[src/rtl/lik_pkg.sv]
// Shared types, widths and constants of the leg inverse kinematics core.
// Used by every module of the block; depends on nothing.
`default_nettype none

package lik_pkg;

   // field and datapath widths
   localparam int POS_W      = 20;
   localparam int LINK_W     = 18;
   localparam int SQ_W       = 39;
   localparam int SUMSQ_W    = 40;
   localparam int ROOT_W     = 20;
   localparam int DIST_W     = 19;
   localparam int NUM_W      = 40;
   localparam int DEN_W      = 38;
   localparam int COS_W      = 18;
   localparam int CORD_W     = 45;
   localparam int TQ_W       = 34;
   localparam int ATAN_IN_W  = 21;
   localparam int YAW_W      = 19;
   localparam int HIP_W      = 20;
   localparam int KNEE_W     = 18;
   localparam int CORDIC_STEPS = 30;
   localparam int DIV_STEPS  = 16;
   localparam int ROOT_STEPS = 20;

   // short queue between front and back
   localparam int QUEUE_DEPTH = 4;
   localparam int QPTR_W      = 2;
   localparam int QCNT_W      = 3;

   // alignment delays inside the back pipeline
   localparam int Z_DLY     = 20;
   localparam int COS_DLY   = 22;
   localparam int ALPHA_DLY = 43;
   localparam int YAW_DLY   = 63;
   localparam int VALID_DLY = 98;

   localparam logic signed [TQ_W-1:0]  PI_Q30      = 34'sd3373259426;
   localparam logic signed [TQ_W-1:0]  HALF_PI_Q30 = 34'sd1686629713;
   localparam logic signed [HIP_W-1:0] PI_F        = 20'sd205887;
   localparam logic [LINK_W-1:0]       LINK_RESET  = 18'd6554;

   // register indexes
   localparam logic REG_UPPER = 1'b0;
   localparam logic REG_LOWER = 1'b1;

   typedef enum logic [1:0] {
      KIND_NORMAL,
      KIND_Y_ZERO,
      KIND_X_ZERO
   } atan_kind_type;

   typedef struct packed {
      logic          x_neg;
      logic          y_neg;
      atan_kind_type kind;
   } atan_flags_type;

   typedef struct packed {
      logic signed [POS_W-1:0] x;
      logic signed [POS_W-1:0] y;
      logic signed [POS_W-1:0] z;
      logic [SUMSQ_W-1:0]      rsq;
      logic [SUMSQ_W-1:0]      dsq;
   } entry_type;

   // arctangent of 2^-i in Q.30
   function automatic logic signed [TQ_W-1:0] atan_q30(input int idx);
      logic signed [TQ_W-1:0] v;
      case (idx)
         0:       v = 34'sd843314857;
         1:       v = 34'sd497837829;
         2:       v = 34'sd263043837;
         3:       v = 34'sd133525159;
         4:       v = 34'sd67021687;
         5:       v = 34'sd33543516;
         6:       v = 34'sd16775851;
         7:       v = 34'sd8388437;
         8:       v = 34'sd4194283;
         9:       v = 34'sd2097149;
         default: v = 34'sd1 <<< (30 - idx);
      endcase
      return v;
   endfunction

endpackage

`default_nettype wire

[src/rtl/lik_front.sv]
// Front end: takes foot targets and forms the squared radii for the back end.
// Depends on lik_pkg.
`default_nettype none

module lik_front (
   input  logic                            clock,
   input  logic                            reset,
   input  logic                            push,
   output logic                            full,
   input  logic signed [lik_pkg::POS_W-1:0] target_x,
   input  logic signed [lik_pkg::POS_W-1:0] target_y,
   input  logic signed [lik_pkg::POS_W-1:0] target_z,
   output logic                            q_push,
   output lik_pkg::entry_type              q_data,
   input  logic                            q_full
);

   localparam int P = lik_pkg::POS_W;

   logic                 en;
   logic                 v0_ff, v1_ff, v2_ff;
   logic signed [P-1:0]  x0_ff, y0_ff, z0_ff, x1_ff, y1_ff, z1_ff;
   logic [P-1:0]         ax, ay, az;
   logic [lik_pkg::SQ_W-1:0] sx_in, sy_in, sz_in, sx_ff, sy_ff, sz_ff;
   lik_pkg::entry_type   ent_in, ent_ff;

   // the whole front moves unless its last stage is blocked by the queue
   assign en   = !(v2_ff && q_full);
   assign full = !en;

   // absolute values and squares
   always_comb begin
      ax    = x0_ff[P-1] ? P'(-x0_ff) : P'(x0_ff);
      ay    = y0_ff[P-1] ? P'(-y0_ff) : P'(y0_ff);
      az    = z0_ff[P-1] ? P'(-z0_ff) : P'(z0_ff);
      sx_in = lik_pkg::SQ_W'(lik_pkg::SQ_W'(ax) * lik_pkg::SQ_W'(ax));
      sy_in = lik_pkg::SQ_W'(lik_pkg::SQ_W'(ay) * lik_pkg::SQ_W'(ay));
      sz_in = lik_pkg::SQ_W'(lik_pkg::SQ_W'(az) * lik_pkg::SQ_W'(az));
   end

   // horizontal and full squared distances
   always_comb begin
      ent_in.x   = x1_ff;
      ent_in.y   = y1_ff;
      ent_in.z   = z1_ff;
      ent_in.rsq = lik_pkg::SUMSQ_W'(sx_ff) + lik_pkg::SUMSQ_W'(sy_ff);
      ent_in.dsq = ent_in.rsq + lik_pkg::SUMSQ_W'(sz_ff);
   end

   always_ff @(posedge clock) begin
      if (reset) begin
         v0_ff <= 1'b0;
         v1_ff <= 1'b0;
         v2_ff <= 1'b0;
      end else if (en) begin
         v0_ff <= push;
         v1_ff <= v0_ff;
         v2_ff <= v1_ff;
      end
   end

   always_ff @(posedge clock) begin
      if (en) begin
         x0_ff  <= target_x;
         y0_ff  <= target_y;
         z0_ff  <= target_z;
         x1_ff  <= x0_ff;
         y1_ff  <= y0_ff;
         z1_ff  <= z0_ff;
         sx_ff  <= sx_in;
         sy_ff  <= sy_in;
         sz_ff  <= sz_in;
         ent_ff <= ent_in;
      end
   end

   assign q_push = v2_ff && en;
   assign q_data = ent_ff;

endmodule

`default_nettype wire

[config.mk]
export PLATFORM = sky130hd
export DESIGN_NAME = lik_front
export DESIGN_NICKNAME = d
export VERILOG_FILES = /design/src/rtl/lik_pkg.sv /design/src/rtl/lik_front.sv
export SDC_FILE = /design/constraint.sdc
export NUM_CORES = 2
export LEC_CHECK = 0
export ABC_AREA = 1
export BUFFER_PORTS_ARGS = -buffer_cell sky130_fd_sc_hd__buf_2
export CAP_MARGIN = 15
export CORE_MARGIN = 2
export CORE_UTILIZATION = 50
export DETAILED_ROUTE_END_ITERATION = 12
export PLACE_DENSITY_LB_ADDON = 0.08
export SYNTH_ARGS = -nofsm -noshare
export SYNTH_HDL_FRONTEND = slang
export SYNTH_SLANG_ARGS = --single-unit
[constraint.sdc]
create_clock -name clock -period 11.6 [get_ports clock]
set_input_delay 0.58 -clock clock [delete_from_list [all_inputs] [get_ports clock]]
set_output_delay 0.58 -clock clock [all_outputs]
set_load 0.01 [all_outputs]
# [After elaboration in Yosys (flattened, before gate mapping)]
# Cells that the tools add are included.
[classes] n_addsub=5 multipliers=3 n_mux=3 reduce_logical=3
[op_table] op="multiplier 20 x 20 -> 39 bit" n=3
[op_table] op="two-way mux 20 bit" n=3
[op_table] op="negator 20 bit" n=3
[op_table] op="adder 39 x 39 -> 40 bit" n=1
[op_table] op="adder 40 x 39 -> 40 bit" n=1
[op_table] op="logical AND 1 bit" n=2
[op_table] op="logical NOT 1 bit" n=1
[totals] register_bits=380 wordCells=31

# [Logic depth before layout (Yosys ltp)]
[logic_depth] word_depth=3 mapped_depth=41 depth_no_buf=38

# [Worst setup path after synthesis]
# No wires, ideal clock.
[synth_timing] path_type="input-to-reg" from="input port q_full" to="register v1_ff" setup_ps=111 stages=3 arrival_ps=10251 t_required_ps=11489 setup_slack_ps=1239 path_buffers=0 cell_sequence="nand2_1 inv_1 a211oi_1"
[synth_via] elab_chain_len=1
[synth_rtl] element="start: declaration" line="lik_front.sv:15" rtl="input logic q_full"
[synth_rtl] element="logical AND 1 bit" line="lik_front.sv:28" rtl="assign en = !(v2_ff && q_full);"
[synth_rtl] element="via full" line="lik_front.sv:9" rtl="output logic full,"
[synth_rtl] element="end signal: assignment" line="lik_front.sv:57" rtl="v1_ff <= v0_ff;"
[synth_rtl] element="end: declaration" line="lik_front.sv:21" rtl="logic v0_ff, v1_ff, v2_ff;"
# The timed path passes the listed nets, and every way through them passes these cells.
# A chain may end at the register's enable or synchronous reset.

# [Worst setup path in the final report]
[layout_timing] from="register x0_ff[0]" to="register sx_ff[32] in the netlist's numbering, data pin"
[layout_via] elab_chain_len=3
[layout_rtl] element="start: declaration" line="lik_front.sv:22" rtl="logic signed [P-1:0] x0_ff, y0_ff, z0_ff, x1_ff, y1_ff, z1_ff;"
[layout_rtl] element="start signal: assignment" line="lik_front.sv:64" rtl="x0_ff <= target_x;"
[layout_rtl] element="negator 20 bit" line="lik_front.sv:33" rtl="ax = x0_ff[P-1] ? P'(-x0_ff) : P'(x0_ff);"
[layout_rtl] element="two-way mux 20 bit (*)" line="lik_front.sv:33"
[layout_rtl] element="multiplier 20 x 20 -> 39 bit (*)" line="lik_front.sv:36" rtl="sx_in = lik_pkg::SQ_W'(lik_pkg::SQ_W'(ax) * lik_pkg::SQ_W'(ax));"
[layout_rtl] element="via sx_in, one bit" line="lik_front.sv:24" rtl="logic [lik_pkg::SQ_W-1:0] sx_in, sy_in, sz_in, sx_ff, sy_ff, sz_ff;"
[layout_rtl] element="end signal: assignment" line="lik_front.sv:70" rtl="sx_ff <= sx_in;"
[layout_rtl] element="end: declaration" line="lik_front.sv:24"
# Mark *: on every way through the listed nets, which the timed path passes. The rest lies on a longest branch.

==> metrics.md <==
| Metric | Value |
|---|---|
| Register-to-register setup slack | `2310 ps` |
| Post_cts resized | `0` |
| Worst-path maximum fanout | `20` |
| H-tree levels | `2` |
| Slowest CP cell | `xor2_1` |
| Synth Instances | `5751` |
| TritonCTS Sinks | `between 300 and 400` |
| # fillers | `9722` |
| Ys flop type | `edfxtp_1` |
| Post-Syn Area | `52400 um^2` |
| Vias in the first global route | `40200` |
| Unrepaired setup endpoints after global routing | `no` |
| Nets | `~7400` |
| Skew-Pair Late Insertion Delay | `around 650 ps` |
| Synth Register Bits | `between 300 and 400` |
| Floorplan Core Area | `between 100000 and 150000 um^2` |
| Post-detail-place hpwl | `roughly 120 mm` |
| Hold WC Path Type | `input port to register` |
| Syn avg cell area | `9.11 um^2` |
| Drt first pass iters | `5` |
| Die area | `107000 um^2` |
| Hold Buf Count CTS | `0` |
| TritonCTS buffer count | `43` |
| Count of cell types in the netlist | `60` |
| Grt total ovfl | `0` |
| Worst path max stage delay | `960 ps` |
| Setup TNS | `0 ps` |
| Period utilization | `80.1%` |
| Dpl ws | `2350 ps` |
| Max Clock Skew | `31.3 ps` |
| Total of max-cap violations | `0` |
| Seq/Total Area, Yosys | `21.4%` |
| Port bufs | `~210` |
| Fin. Hold Viols | `0` |
| Outcome | `complete, no violations` |
| R2R depth | `32` |
| Pins Over Slew Limit | `0` |
| Slew @ Worst Pin | `around 1200 ps` |
| Die height | `328 um` |
| # DRC | `0` |
| EDFF count, synth | `approximately 370` |
| Worst Setup End Kind | `register` |
| I/O pins | `roughly 210` |
| Final WS setup | `2310 ps` |
| Clk root buf | `clkbuf_16` |
| CP Data Arrival Time | `~9700 ps` |
| Final WL | `139 mm` |
| Async set-reset flop share out of synthesis | `0%` |
| GRT Total Usage | `27.0%` |
| Die width | `328 um` |
| Cell Area, Placed | `55000 um^2` |
| Worst slew margin | `18.5%` |
| FP Rows | `118` |
| Final setup violation count | `0` |
| Share of layout cells above drive strength 1 | `roughly 6.8%` |
| Max Clk Rate | `108 MHz` |
| Fin crit period | `9290 ps` |
| Clock Pin Slew Worst Setup and Hold Paths | `70 ps` |
| Setup CP Type | `register to register` |
| Antenna viol nets, final | `0` |
| Pin count of the biggest net entering global routing | `146` |
| Post-route cell area | `approximately 56000 um^2` |
| Global-route wire length before repair | `222 mm` |
| Yosys warning count | `0` |
| CTS tree | `done` |
| Placed instance count | `~7300` |
| Effective utilization at floorplan | `50.5%` |
| Antenna violations before repair | `4` |
| Routability Congestion | `0.951` |
| First DRT Iteration DRCs | `approximately 2800` |
| DR vias | `38100` |
| Final cell count without fillers | `7396` |
| Wire length per cell | `18.8 um` |
| Post-CTS setup buffer count | `0` |
| Vias per inst | `5.15` |
| WP data required | `approximately 12000 ps` |
| Hold path depth | `1` |
| CTS Buffer Depth | `3` |
| Startpoint Class | `register` |
| Synthesis-to-layout area growth | `7.76%` |
## layout by cell type, fill, tap and decap left out, drive strengths merged, types with 118 or more instances in the layout
master,instances
inv,1493
nand2,870
fa,843
nor2,607
ha,508
edfxtp,371
a21oi,258
buf,218
o21ai,168
xor2,138
nand3,118
## state kept, by name, indices dropped and copies added, names as in the netlist, 20 cells and up
name,flops
q_data,140
sx_ff,37
sy_ff,37
sz_ff,37
x0_ff,20
x1_ff,20
y0_ff,20
y1_ff,20
z0_ff,20
z1_ff,20
## worst paths after layout
kind | start | to
setup / recovery | x0_ff[0]$_DFFE_PN_ | sx_ff[32]$_DFFE_PN_
hold / removal | target_y[14] | y0_ff[14]$_DFFE_PN_
setup reg to reg | x0_ff[0]$_DFFE_PN_ | sx_ff[32]$_DFFE_PN_
hold reg to reg | x1_ff[14]$_DFFE_PN_ | q_data[134]$_DFFE_PN_
## layer usage
layer  up-vias  part of all wire, %  GRT usage (%)
met2      1069                   48           44.7
met3       244                  6.0           4.05
met5         -                    0              0
li1      18000                    -              -
met4         0                  3.6           8.73
met1     18800                   43           36.6
## cell type report
cell class                      instances  area (um^2)  share of cell area (%)
Sequential cell                       374        11200                    19.8
Clock inverter                         27          317                   0.561
Timing Repair Buffer                  218         1140                    2.01
Multi-Input combinational cell       3847        35300                    62.6
Antenna cell                            1         2.50                 0.00443
Tap cell                             1380         1730                    3.06
Inverter                             1500         5640                    9.98
Clock buffer                           49         1100                    1.95
## synth_stat cells, types with 8 or more instances
library cell  count  area share, %
clkbuf_1         32           0.23
nor4_1           13           0.16
nand3_1         111            1.1
nand2_1         842            6.0
ha_1            508             12
nand4_1          25           0.30
o21ai_0         150            1.4
nor2_4           12           0.26
nor3_1           45           0.43
xnor2_1          61            1.0
a21oi_1         256            2.4
fa_1            843             32
clkinv_1         13          0.093
xor2_1          130            2.2
buf_2            28           0.27
a211oi_1          8           0.11
edfxtp_1        371             21
o21ai_1          13           0.12
nand2_2          23           0.27
nor2_1          584            4.2
nor2_2           11           0.13
a21o_1           19           0.27
o21a_1           11           0.16
inv_2            31           0.22
inv_1          1454             10
a31oi_1          31           0.37
o21bai_1         14           0.20
## worst max-delay path, delay by kind of cell, from the launching register on
kind            cells  cell delay [ps]
compound gates      2              410
xor+xnor            1              960
fa+ha+maj           9             3970
buf+inv             8             1300
flops               1              500
simple gates       12             1890
## metrics by stage
step / utilization [%] / hold slack, ps
detailed placement: 53.0 / 405
finish: 54.4 / 103
global placement: 53.0 / 400
global route: 54.4 / 83.7
CTS: 54.4 / 64.8
floorplan: - / 400
## logic make-up (layout without fill, tap and decap cells)
group                      Yosys count  in the layout  share of synthesized area (%)
buffers and inverters             1576           1794                           11.5
AOI/OAI and AO/OA                  534            534                           5.62
other                                2             49                         0.0143
and+or+nand+nor                   1715           1715                           13.6
xor gates and xnor gates           199            199                           3.48
adders and majority gates         1351           1351                           44.3
DFF                                374            374                           21.4
Power is left out: the tool's default activity adds up to more than one toggle a clock period on the data nets, which glitch-free logic cannot reach.
