### src/rtl/lik_pkg.sv
// Shared types, widths and constants of the leg inverse kinematics core.
// Used by every module of the block; depends on nothing.
`default_nettype none

package lik_pkg;

   // field and datapath widths
   localparam int POS_W      = 20;
   localparam int LINK_W     = 18;
   localparam int SQ_W       = 39;
   localparam int SUMSQ_W    = 40;
   localparam int ROOT_W     = 20;
   localparam int DIST_W     = 19;
   localparam int NUM_W      = 40;
   localparam int DEN_W      = 38;
   localparam int COS_W      = 18;
   localparam int CORD_W     = 45;
   localparam int TQ_W       = 34;
   localparam int ATAN_IN_W  = 21;
   localparam int YAW_W      = 19;
   localparam int HIP_W      = 20;
   localparam int KNEE_W     = 18;
   localparam int CORDIC_STEPS = 30;
   localparam int DIV_STEPS  = 16;
   localparam int ROOT_STEPS = 20;

   // short queue between front and back
   localparam int QUEUE_DEPTH = 4;
   localparam int QPTR_W      = 2;
   localparam int QCNT_W      = 3;

   // alignment delays inside the back pipeline
   localparam int Z_DLY     = 20;
   localparam int COS_DLY   = 22;
   localparam int ALPHA_DLY = 43;
   localparam int YAW_DLY   = 63;
   localparam int VALID_DLY = 98;

   localparam logic signed [TQ_W-1:0]  PI_Q30      = 34'sd3373259426;
   localparam logic signed [TQ_W-1:0]  HALF_PI_Q30 = 34'sd1686629713;
   localparam logic signed [HIP_W-1:0] PI_F        = 20'sd205887;
   localparam logic [LINK_W-1:0]       LINK_RESET  = 18'd6554;

   // register indexes
   localparam logic REG_UPPER = 1'b0;
   localparam logic REG_LOWER = 1'b1;

   typedef enum logic [1:0] {
      KIND_NORMAL,
      KIND_Y_ZERO,
      KIND_X_ZERO
   } atan_kind_type;

   typedef struct packed {
      logic          x_neg;
      logic          y_neg;
      atan_kind_type kind;
   } atan_flags_type;

   typedef struct packed {
      logic signed [POS_W-1:0] x;
      logic signed [POS_W-1:0] y;
      logic signed [POS_W-1:0] z;
      logic [SUMSQ_W-1:0]      rsq;
      logic [SUMSQ_W-1:0]      dsq;
   } entry_type;

   // arctangent of 2^-i in Q.30
   function automatic logic signed [TQ_W-1:0] atan_q30(input int idx);
      logic signed [TQ_W-1:0] v;
      case (idx)
         0:       v = 34'sd843314857;
         1:       v = 34'sd497837829;
         2:       v = 34'sd263043837;
         3:       v = 34'sd133525159;
         4:       v = 34'sd67021687;
         5:       v = 34'sd33543516;
         6:       v = 34'sd16775851;
         7:       v = 34'sd8388437;
         8:       v = 34'sd4194283;
         9:       v = 34'sd2097149;
         default: v = 34'sd1 <<< (30 - idx);
      endcase
      return v;
   endfunction

endpackage

`default_nettype wire

### src/rtl/lik_queue.sv
// Short queue that decouples the front end from the back end.
// Depends on lik_pkg.
`default_nettype none

module lik_queue (
   input  logic                clock,
   input  logic                reset,
   input  logic                wr_en,
   input  lik_pkg::entry_type  wr_data,
   output logic                q_full,
   input  logic                rd_en,
   output lik_pkg::entry_type  rd_data,
   output logic                q_empty
);

   lik_pkg::entry_type             slot_ff [0:lik_pkg::QUEUE_DEPTH-1];
   logic [lik_pkg::QPTR_W-1:0]     wp_ff, wp_in, rp_ff, rp_in;
   logic [lik_pkg::QCNT_W-1:0]     cnt_ff, cnt_in;
   logic                           do_wr, do_rd;

   assign q_full  = cnt_ff == lik_pkg::QCNT_W'(lik_pkg::QUEUE_DEPTH);
   assign q_empty = cnt_ff == '0;
   assign do_wr   = wr_en && !q_full;
   assign do_rd   = rd_en && !q_empty;
   assign rd_data = slot_ff[rp_ff];

   // pointer and fill bookkeeping
   always_comb begin
      wp_in  = do_wr ? wp_ff + 1'b1 : wp_ff;
      rp_in  = do_rd ? rp_ff + 1'b1 : rp_ff;
      cnt_in = cnt_ff + lik_pkg::QCNT_W'(do_wr) - lik_pkg::QCNT_W'(do_rd);
   end

   always_ff @(posedge clock) begin
      if (reset) begin
         wp_ff  <= '0;
         rp_ff  <= '0;
         cnt_ff <= '0;
      end else begin
         wp_ff  <= wp_in;
         rp_ff  <= rp_in;
         cnt_ff <= cnt_in;
      end
   end

   always_ff @(posedge clock) begin
      if (do_wr)
         slot_ff[wp_ff] <= wr_data;
   end

endmodule

`default_nettype wire

### config.mk
export PLATFORM = sky130hd
export DESIGN_NAME = lik_queue
export DESIGN_NICKNAME = d
export VERILOG_FILES = /design/src/rtl/lik_pkg.sv /design/src/rtl/lik_queue.sv
export SDC_FILE = /design/constraint.sdc
export NUM_CORES = 1
export LEC_CHECK = 0
export ABC_AREA = 1
export BUFFER_PORTS_ARGS = -buffer_cell sky130_fd_sc_hd__buf_2
export CORE_MARGIN = 2
export CORE_UTILIZATION = 48
export CTS_BUF_LIST = sky130_fd_sc_hd__clkbuf_4 sky130_fd_sc_hd__clkbuf_8
export CTS_CLUSTER_SIZE = 14
export DETAILED_ROUTE_END_ITERATION = 10
export PLACE_DENSITY = 0.77
export SYNTH_ARGS = -nofsm -noshare
export SYNTH_HDL_FRONTEND = slang
export SYNTH_SLANG_ARGS = --single-unit
### constraint.sdc
create_clock -name clock -period 13.5 [get_ports clock]
set_input_delay 3.375 -clock clock [delete_from_list [all_inputs] [get_ports clock]]
set_output_delay 3.375 -clock clock [all_outputs]
set_load 0.03 [all_outputs]
# --- Yosys cells after proc, flatten, opt, wreduce, memory -nomap -nowiden ---
# Memories as Yosys holds them, arrays and structs flattened. A register that Yosys moved wholly into a read port is not among the register bits.
# Index checks and enable logic that the tools add are counted.
word_totals:
  out_inout_bits: 142
  latch_bits: 0
  regBits: 7
  ramBits: 560
  word_cells: 18
  inputBits: 144
  memories: 1
  mem_bits_ro: 0
mem_list:
  columns: ["name", "depth", "word_bits", "read_ports", "rd_clocked_by_memory_dff", "write_ports", "line_no", "rtl"]
  rows:
  - ["slot_ff", 4, 140, 1, 1, 1, "lik_queue.sv:16", "lik_pkg::entry_type slot_ff [0:lik_pkg::QUEUE_DEPTH-1];"]
classes:
  n_div: 0
  multipliers: 0
  magnitude_cmp: 0
  n_eq_ne: 1
  bitwise_logic: 0
  n_addsub: 4
  reduce_logical: 5
  n_mux: 4
  n_shift: 0
op_table:
  columns: ["cell", "n"]
  rows:
  - ["2-bit by 1-bit adder with 2-bit output (second input constant)", 2]
  - ["2-bit 2-to-1 mux", 2]
  - ["3-bit by 1-bit adder with 3-bit output", 1]
  - ["3-bit equality test (second input constant)", 1]
  - ["3-bit zero test", 1]
  - ["3-bit by 1-bit subtractor with 3-bit output", 1]
  - ["1-bit logical AND", 2]
  - ["1-bit zero test", 2]
  - ["1-bit 2-to-1 mux", 2]

# --- Depth between registers and ports, before layout ---
# Gate-level depths: netlist (run 1).
depth:
  depth_word: 5
  mapped_depth: 11
  mapped_depth_nobuf: 11

# --- Least setup slack after synthesis (run 1) ---
# Ideal clock, no wire load.
synth_path:
  path_type: "input -> register"
  startpoint: "in wr_en"
  endpoint: "mem slot_ff[0][0] (netlist name) (enable)"
  path_buffers: 0
  t_arrival_ps: 9307
  setup_time_ps: 641
  stages: 2
  required_ps: 12859
  slack_ps: 3552
  cell_sequence: "nand2_1 nor2_1"
synth_via:
  elab_chain_cells: 3
synth_rtl:
  columns: ["element", "line_no", "rtl"]
  rows:
  - ["start: declaration", "lik_queue.sv:8", "input logic wr_en,"]
  - ["1-bit logical AND", "lik_queue.sv:23", "assign do_wr = wr_en && !q_full;"]
  - ["1-bit 2-to-1 mux", "lik_queue.sv:47", "if (do_wr)"]
  - ["1-bit 2-to-1 mux (not written as such)", "lik_queue.sv:48", "slot_ff[wp_ff] <= wr_data;"]
  - ["end: declaration", "lik_queue.sv:16", null]
# Every way passes these cells.

==> impl_metrics.toml, run 1 <==
[outcome]
status = "finished with violations"
violations = "max-slew violations"

[worst_setup_path]
crit_arrival_ns = 3.54
r2r_setup_slack_ns = 10.51
cp_cell_sequence = "inv_4 -> buf_4 -> o21ai_0 -> o22ai_1 -> buf_2"
critPathKind = "flop to output pin"
start_kind = "flop"
cp.required_ns = 10.12
critPathSlowestCell = "buf_4"
path_max_fanout = 76
cp-end-kind = "output pin"
max_stage_delay_ns = 0.81

[placement]
place_hpwl_microns = 25030
gp_congestion = 0.7547
detailedPlace.worstSlack_ns = 7.209
port_buffers = 285

[die]
die_area_sq_um = 45890
die_w_microns = 214.2
die_height_microns = 214.2
rows = 77
start_util_pct = 48.29
placeableCoreArea_sq_um = 43930
io_pins = 286

[sta]
fmax_mhz = 144.6
max_slew_margin_pct = -11.38
slew_viol_final = 128
setup_viol = 0
fin_crit_sh_pct = 51.23
worst_pin_slew_ns = 1.671
setup_ws_ns = 6.585
hold_viol = 0
rsz0062_at_grt = "false"
min_period_ns = 6.915
tns_ns = 0
skew_ns = 0.02318

[pwr]
p_per_area_nw_per_um2 = 200.5
comb_power_share_pct = 26.4
swShare_pct = 33.88
netSwitchingPower_mw = 1.686
internal_power_mw = 3.289
seqPwrFrac_pct = 44.3
p_clk_share_pct = 29.4
leakage_nw = 8.672
vdd_drop_max_v = 0.0001443

[clock_network]
cts_root_buffer = "clkbuf_8"
htreeDepth = 3
clock_sinks = 569
numCtsBuffers = 91
postCtsSetupBuffers = 0
clkTransAtPathRegs_ns = 0.06
insertion_delay_ns = 0.66
cts-hold-fix-buffers = 0
cts_max_path_buffers = 3
cts_tree = "done"
ctsResizeCount = 0

[flow_run]
max_cap_viol_count = 0

[final_layout]
drive_gt1_share_pct = 25.13
final_util_pct = 56.49
layout_common_cells = "560 x edfxtp_1, 290 x nor2_1, 285 x buf_2"
area_growth_pct = 16.99
nFillCells = 3472
nets = 1874
layout_commonest_cell = "edfxtp_1"

[grt]
grt_remaining_overflow = 0
first_global_vias = 12790
antenna_found_initial = 17
grt_max_degree = 281
grt_pass1_wl_microns = 70000
grtUsageTotal_pct = 19.86

[routing]
vias = 12970
wl_met3_microns = 4255
postRouteWirelength_microns = 46730
drc = 0
top_layer_used = "met5"
met1Wirelength_microns = 18900
ant_nets = 0
drtPass1Iterations = 5
vias_per_cell = 5.413
wl_met2_microns = 22310
drtIter0Drc = 1009
wire_per_inst_microns = 19.50

[logic_synthesis]
ys_types = 19
avgSynthCellArea_sq_um = 14.92
ys_warn_count = 0
synthArstFlopShare_pct = 0
ys_ff_latch = 569
yosysSeqAreaShare_pct = 80.12
netlist_instances = 1422
synth_area_sq_um = 21210
synthesis.nets = 1573
ys.flop_type = "edfxtp_1"
synth_edf_count = 560

[worst_hold_path]
hp-class = "flop to flop"
-- synth_stat cells, types with 6 or more instances --
master / n / area [sq um]
buf_2: 31 / 155.2
buf_6: 21 / 236.5
clkbuf_1: 34 / 127.6
dfxtp_1: 9 / 180.2
edfxtp_1: 560 / 16820
ha_1: 6 / 75.07
inv_1: 18 / 67.56
nand2_1: 12 / 45.04
nor2_1: 294 / 1104
o21ai_0: 220 / 1101
o21ai_1: 60 / 300.3
o22ai_1: 140 / 875.8
-- metrics by stage --
stage | total power, mW | std cells | hold slack (ns) | area, sq um
3_5_place_dp | 3.559 | 2222 | 0.4681 | 22970
3_3_place_gp | 3.525 | 2222 | 0.4651 | 22970
5_1_grt | 5.196 | 2387 | 0.5528 | 24800
6_report | 4.975 | 2396 | 0.4796 | 24820
4_1_cts | 5.019 | 2383 | 0.4832 | 24790
2_1_floorplan | 3.197 | 1422 | 0.4481 | 21210
-- sequential cells by signal, summed over array words and instances (netlist names), named ones only --
| name | count |
|---|---|
| rp_ff | 2 |
| cnt_ff | 3 |
| wp_ff | 2 |
| slot_ff | 560 |
-- power groups by stage --
stage,Sequential (mW),Clock (mW),Combinational (mW)
2_1_floorplan,2.26,0,0.936
3_3_place_gp,2.23,0,1.29
3_5_place_dp,2.24,0,1.32
4_1_cts,2.20,1.49,1.32
5_1_grt,2.22,1.57,1.41
6_report,2.20,1.46,1.31
-- logic make-up (layout without fill, tap and decap cells) --
family / Yosys count / after routing / synth area share, %
flip-flops: 569 / 569 / 80.12
AO/OA/AOI/OAI: 425 / 425 / 10.85
AND/OR/NAND/NOR: 310 / 310 / 5.509
buffers and inverters: 111 / 480 / 3.073
adder cells (fa/ha/maj): 7 / 7 / 0.4482
other: 0 / 13 / 0
-- worst paths after layout --
| check | depth (start not counted) | to | from |
|---|---|---|---|
| worst max-delay path | 5 | rd_data[23] | flop |
| worst min-delay path | 2 | rp_ff[0] | rp_ff[0] |
| worst max register to register | 6 | slot_ff[0][41] | cnt_ff[1] |
| worst min register to register | 2 | rp_ff[0] | rp_ff[0] |
-- worst max-delay path, delay by kind of cell (launching register included) --
kind | cells | cell delay [ns]
buf+inv | 3 | 1.71
compound gates | 2 | 0.52
flops | 1 | 0.57
-- final cells by class --
cell class	count	area [sq um]	area share (%)
Sequential cell	569	17000	68.52
Tap cell	592	740.7	2.985
Clock buffer	126	1521	6.131
Clock inverter	35	294.0	1.185
Inverter	20	85.08	0.3428
Antenna cell	13	32.53	0.1311
Timing Repair Buffer	299	1544	6.221
Multi-Input combinational cell	742	3596	14.49
-- per-layer routing --
layer / global-route usage (%) / vias up
li1: - / 5999
met1: 24.75 / 6387
met2: 31.55 / 485
met3: 7.035 / 88
met4: 8.704 / 10
met5: 0 / -
Note: power is estimated with default switching activity, not from simulation.
==> inputs of run 2 (changes only) <==
--- a/config.mk
+++ b/config.mk
@@ -12,7 +12,7 @@
 export CTS_BUF_LIST = sky130_fd_sc_hd__clkbuf_4 sky130_fd_sc_hd__clkbuf_8
 export CTS_CLUSTER_SIZE = 14
 export DETAILED_ROUTE_END_ITERATION = 10
-export PLACE_DENSITY = 0.77
+export PLACE_DENSITY = 0.8
 export SYNTH_ARGS = -nofsm -noshare
 export SYNTH_HDL_FRONTEND = slang
 export SYNTH_SLANG_ARGS = --single-unit
==> constraint.sdc (replaced) <==
create_clock -name clock -period 6.2 [get_ports clock]
set_input_delay 1.55 -clock clock [delete_from_list [all_inputs] [get_ports clock]]
set_output_delay 1.55 -clock clock [all_outputs]
set_load 0.03 [all_outputs]
==> impl_metrics.toml, run 2 (same netlist as run 1, synthesis figures left out) <==
[clock_network]
insertion_delay_ns = 0.65
numCtsBuffers = 89
cts_max_path_buffers = 3
postCtsSetupBuffers = 0
clock_sinks = 569
clkTransAtPathRegs_ns = 0.06
cts_root_buffer = "clkbuf_8"
ctsResizeCount = 0
cts-hold-fix-buffers = 0
cts_tree = "done"
htreeDepth = 3

[die]
io_pins = 286
start_util_pct = 48.29
die_w_microns = 214.2
placeableCoreArea_sq_um = 43930
die_area_sq_um = 45890
rows = 77
die_height_microns = 214.2

[pwr]
leakage_nw = 8.648
seqPwrFrac_pct = 45.2
comb_power_share_pct = 26.5
internal_power_mw = 7.029
p_clk_share_pct = 28.3
swShare_pct = 34.17
vdd_drop_max_v = 0.0004208
p_per_area_nw_per_um2 = 431.2
netSwitchingPower_mw = 3.648
power_mw = 10.68

[final_layout]
largest_reg_flops = 560
area_growth_pct = 16.73
nFillCells = 3385
top_register = "slot_ff"
top_regs = "slot_ff: 560 flops, cnt_ff: 3 flops"
drive_gt1_share_pct = 24.65
layout_common_cells = "560 x edfxtp_1, 290 x nor2_1, 285 x buf_2"
nets = 1876
final_util_pct = 56.37
layout_commonest_cell = "edfxtp_1"

[placement]
port_buffers = 285
place_hpwl_microns = 25280
gp_congestion = 0.7775
detailedPlace.worstSlack_ns = 1.901

[routing]
vias = 13180
drtIter0Drc = 1234
wire_per_inst_microns = 19.50
drtPass1Iterations = 5
drc = 0
vias_per_cell = 5.510
postRouteWirelength_microns = 46620
ant_nets = 0

[outcome]
status = "complete, no violations"

[grt]
grtUsageTotal_pct = 20.11
grt_pass1_wl_microns = 71880
grt_max_degree = 194
antenna_found_initial = 13
first_global_vias = 13290
grt_remaining_overflow = 0

[worst_setup_path]
cp.buffers_inverters = 3
start_kind = "flop"
critPathKind = "flop to output pin"
cp-end-kind = "output pin"
cp_cell_sequence = "buf_4 -> buf_4 -> o21ai_0 -> o22ai_1 -> buf_2"
path_max_fanout = 86
cp_common_cell = "buf_4"
crit_arrival_ns = 3.43
cp.required_ns = 4.65
critPathSlowestCell = "buf_4"
critPathTopFamily = "buffers and inverters"
max_stage_delay_ns = 0.72

[sta]
fmax_mhz = 201.0
min_period_ns = 4.976
max_slew_margin_pct = 24.74
rsz0062_at_grt = "false"
hold_viol = 0
skew_ns = 0.02193
fin_crit_sh_pct = 80.25
setup_viol = 0
setup_ws_ns = 1.224
worst_pin_slew_ns = 1.129
slew_viol_final = 0

[worst_hold_path]
hp-class = "flop to flop"

[flow_run]
max_cap_viol_count = 0
==> run 2: power by group through the flow <==
stage                     registers (mW)  clock network [mW]  logic (mW)
after floorplan                     4.92                   0        2.04
after global placement              4.89                   0        2.78
after detailed placement            4.91                   0        2.84
after CTS                           4.83                3.09        2.85
after global routing                4.86                3.25        3.04
final                               4.83                3.02        2.83
==> run 2: path summary, 6_finish.rpt <==
kind | depth (start not counted) | to | slack, ns | startpoint
max | 5 | rd_data[122] | 1.22 | flop
min | 2 | rp_ff[0] | 0.49 | rp_ff[0]
max reg2reg | 5 | slot_ff[3][70] | 3.69 | cnt_ff[1]
min reg2reg | 2 | rp_ff[0] | 0.49 | rp_ff[0]
==> run 2: layout make-up <==
class                      count  area [sq um]  share of cell area, %
multi-input combinational    742          3596                  14.52
tap                          592         740.7                  2.991
clock inverter                40         247.7                  1.000
antenna                        6         15.01                0.06063
sequential                   569         17000                  68.67
clock buffer                 119          1463                  5.907
inverter                      20         85.08                 0.3436
timing repair buffer         303          1612                  6.508
==> run 2: worst min-delay path: cells and delay by family (launching register included) <==
family / cells / cell delay [ns]
AOI/OAI and AO/OA: 1 / 0.06
DFF: 1 / 0.33
and+or+nand+nor: 1 / 0.07
==> run 2: per-stage QoR <==
| step | cells | instance area [sq um] | setup TNS [ns] | hold WS, ns |
|---|---|---|---|---|
| detailed placement | 2226 | 23040 | 0 | 0.4771 |
| finish | 2391 | 24760 | 0 | 0.4931 |
| global route | 2388 | 24760 | 0 | 0.5288 |
| global placement | 2226 | 23040 | 0 | 0.4643 |
| CTS | 2385 | 24750 | 0 | 0.4971 |
| floorplan | 1422 | 21210 | -1077.05 | 0.4481 |
==> run 2: layer usage <==
metal  up-vias  routed length (microns)  GRT usage (%)  share of wire (%)
li1       5996                        -              -                  -
met1      6540                    18390          24.96                 39
met2       519                    22840          32.39                 49
met3       102                     4250          7.135                9.1
met4        18                     1019          8.079                2.2
met5         -                      115              0               0.25
==> inputs of run 3 (changes only) <==
--- a/config.mk
+++ b/config.mk
@@ -5,14 +5,14 @@
 export SDC_FILE = /design/constraint.sdc
 export NUM_CORES = 1
 export LEC_CHECK = 0
-export ABC_AREA = 1
+export ABC_AREA = 0
 export BUFFER_PORTS_ARGS = -buffer_cell sky130_fd_sc_hd__buf_2
 export CORE_MARGIN = 2
 export CORE_UTILIZATION = 48
 export CTS_BUF_LIST = sky130_fd_sc_hd__clkbuf_4 sky130_fd_sc_hd__clkbuf_8
 export CTS_CLUSTER_SIZE = 14
 export DETAILED_ROUTE_END_ITERATION = 10
-export PLACE_DENSITY = 0.8
+export PLACE_DENSITY = 0.78
 export SYNTH_ARGS = -nofsm -noshare
 export SYNTH_HDL_FRONTEND = slang
 export SYNTH_SLANG_ARGS = --single-unit
==> constraint.sdc (replaced) <==
create_clock -name clock -period 5.1 [get_ports clock]
set_input_delay 1.275 -clock clock [delete_from_list [all_inputs] [get_ports clock]]
set_output_delay 1.275 -clock clock [all_outputs]
set_load 0.03 [all_outputs]
==> impl_metrics.toml, run 3 <==
[die]
die_area_sq_um = 44760
io_pins = 286
placeableCoreArea_sq_um = 42790
die_w_microns = 211.6
start_util_pct = 48.33
rows = 76
die_height_microns = 211.6

[final_layout]
area_growth_pct = 18.71
final_util_pct = 57.37
layout_commonest_cell = "edfxtp_1"
top_register = "slot_ff"
stdcell_area_sq_um = 24550
top_regs = "slot_ff: 560 flops, cnt_ff: 3 flops"
drive_gt1_share_pct = 48.51
largest_reg_flops = 560
nFillCells = 3090
fin_cells = 1756
layout_common_cells = "560 x edfxtp_1, 285 x buf_2, 140 x mux4_2"
nets = 1290

[sta]
slew_viol_final = 0
min_period_ns = 3.816
skew_ns = 0.01668
max_slew_margin_pct = 39.22
rsz0062_at_grt = "false"
fmax_mhz = 262.1
hold_viol = 0
fin_crit_sh_pct = 74.81
tns_ns = 0
setup_ws_ns = 1.284
setup_viol = 0
worst_pin_slew_ns = 0.9117
whs_ns = 0.5061

[routing]
vias = 9334
drc = 0
drtIter0Drc = 558
ant_nets = 0
wire_per_inst_microns = 22.02
drtPass1Iterations = 6
vias_per_cell = 5.315
wl_met3_microns = 3315
wl_met2_microns = 18920
top_layer_used = "met5"
met1Wirelength_microns = 15580
postRouteWirelength_microns = 38670

[grt]
grt_max_degree = 141
first_global_vias = 10330
grt_pass1_wl_microns = 57920
antenna_found_initial = 11
grtUsageTotal_pct = 17.54
grt_remaining_overflow = 0

[outcome]
status = "complete, no violations"

[clock_network]
cts_root_buffer = "clkbuf_8"
cts_tree = "done"
postCtsSetupBuffers = 0
cts_max_path_buffers = 3
ctsResizeCount = 0
clock_sinks = 569
insertion_delay_ns = 0.65
cts-hold-fix-buffers = 0
clkTransAtPathRegs_ns = 0.06
htreeDepth = 3
numCtsBuffers = 89

[logic_synthesis]
synthMuxAreaShare_pct = 15.30
synthesis.nets = 934
netlist_instances = 783
synth_top_area_share_pct = 81.32
synthSimpleGateAreaFrac_pct = 0.4538
synth_most_common_cell = "edfxtp_1"
synth_xor_area_share_pct = 0.1271
ys_warn_count = 0
yosys.area_share.adder_pct = 0.4598
yosysSeqAreaShare_pct = 82.19
ys.flop_type = "edfxtp_1"
synthArstFlopShare_pct = 0
ys_types = 24
synth_area_sq_um = 20680
synth_edf_count = 560
synthTopCellsByArea = "edfxtp_1 81%, mux4_2 15%, dfxtp_1 0.87%"
ys_ff_latch = 569
avgSynthCellArea_sq_um = 26.41
synthTopCellsByCount = "560 x edfxtp_1, 140 x mux4_2, 15 x buf_2"
synth_largest_area_cell = "edfxtp_1"
synth_compound_area_share_pct = 0.1331
synth_top_family_by_area = "multiplexers"

[worst_setup_path]
critPathKind = "flop to output pin"
cp.required_ns = 3.83
path_max_fanout = 37
start_kind = "flop"
critPathTopFamily = "flip-flops"
r2r-start = "cnt_ff[1]"
cp.buffers_inverters = 2
cp_cell_sequence = "buf_4 -> mux4_2 -> buf_2"
max_stage_delay_ns = 0.76
crit_arrival_ns = 2.54
critPathSlowestCell = "dfxtp_4"
cp-end-kind = "output pin"

[worst_hold_path]
hp-class = "flop to flop"
hold_path.startpoint = "rp_ff[1]"

[placement]
post_dp_cell_area_sq_um = 22780
port_buffers = 285
place_hpwl_microns = 22610
gp_congestion = 0.7183
detailedPlace.worstSlack_ns = 1.723
dp_cells = 1594

[pwr]
p_per_area_nw_per_um2 = 522.6
vdd_drop_max_v = 0.0003238
leakage_nw = 8.239
power_mw = 12.83

[flow_run]
max_cap_viol_count = 0
## run 3: power by group
| group | switching [mW] | leakage [nW] | internal, mW | total [mW] |
|---|---|---|---|---|
| logic | 2.09 | 2.10 | 1.25 | 3.34 |
| clock network | 1.64 | 0.930 | 2.08 | 3.72 |
| registers | 0.152 | 5.20 | 5.62 | 5.77 |
| total | 3.88 | 8.24 | 8.95 | 12.8 |
## run 3: cell type report
class / count / area (sq um) / area share [%]
inverter: 8 / 30.03 / 0.1223
tap: 546 / 683.2 / 2.783
multi-input combinational: 173 / 3416 / 13.91
clock inverter: 31 / 227.7 / 0.9276
timing repair buffer: 298 / 1649 / 6.718
sequential: 569 / 17000 / 69.27
antenna: 4 / 10.01 / 0.04077
clock buffer: 127 / 1529 / 6.228
## run 3: kinds of logic after synthesis
group                    Yosys count
AO/OA/AOI/OAI                      5
XOR/XNOR                           3
AND/OR/NAND/NOR                   17
flip-flops                       569
buffers and inverters             41
adder cells (fa/ha/maj)            7
multiplexers                     141
## run 3: worst reg2reg max path, stage by stage, from the launching register on
cell and delay [ns]:
dfxtp_1 0.42, nor3b_1 0.13, nor2_1 0.36, and2_4 0.77, buf_12 0.42
## run 3: final timing paths
check,to,slack (ns),cells past startpoint
setup reg to reg,slot_ff[0][84],2.61,4
setup / recovery,rd_data[124],1.28,3
hold reg to reg,flop,0.51,2
hold / removal,flop,0.51,2
## run 3: routing by layer
metal / track usage, % / up-vias
met5: 0 / -
met2: 27.87 / 280
met4: 6.387 / 14
met3: 7.655 / 74
met1: 21.48 / 4853
li1: - / 4113
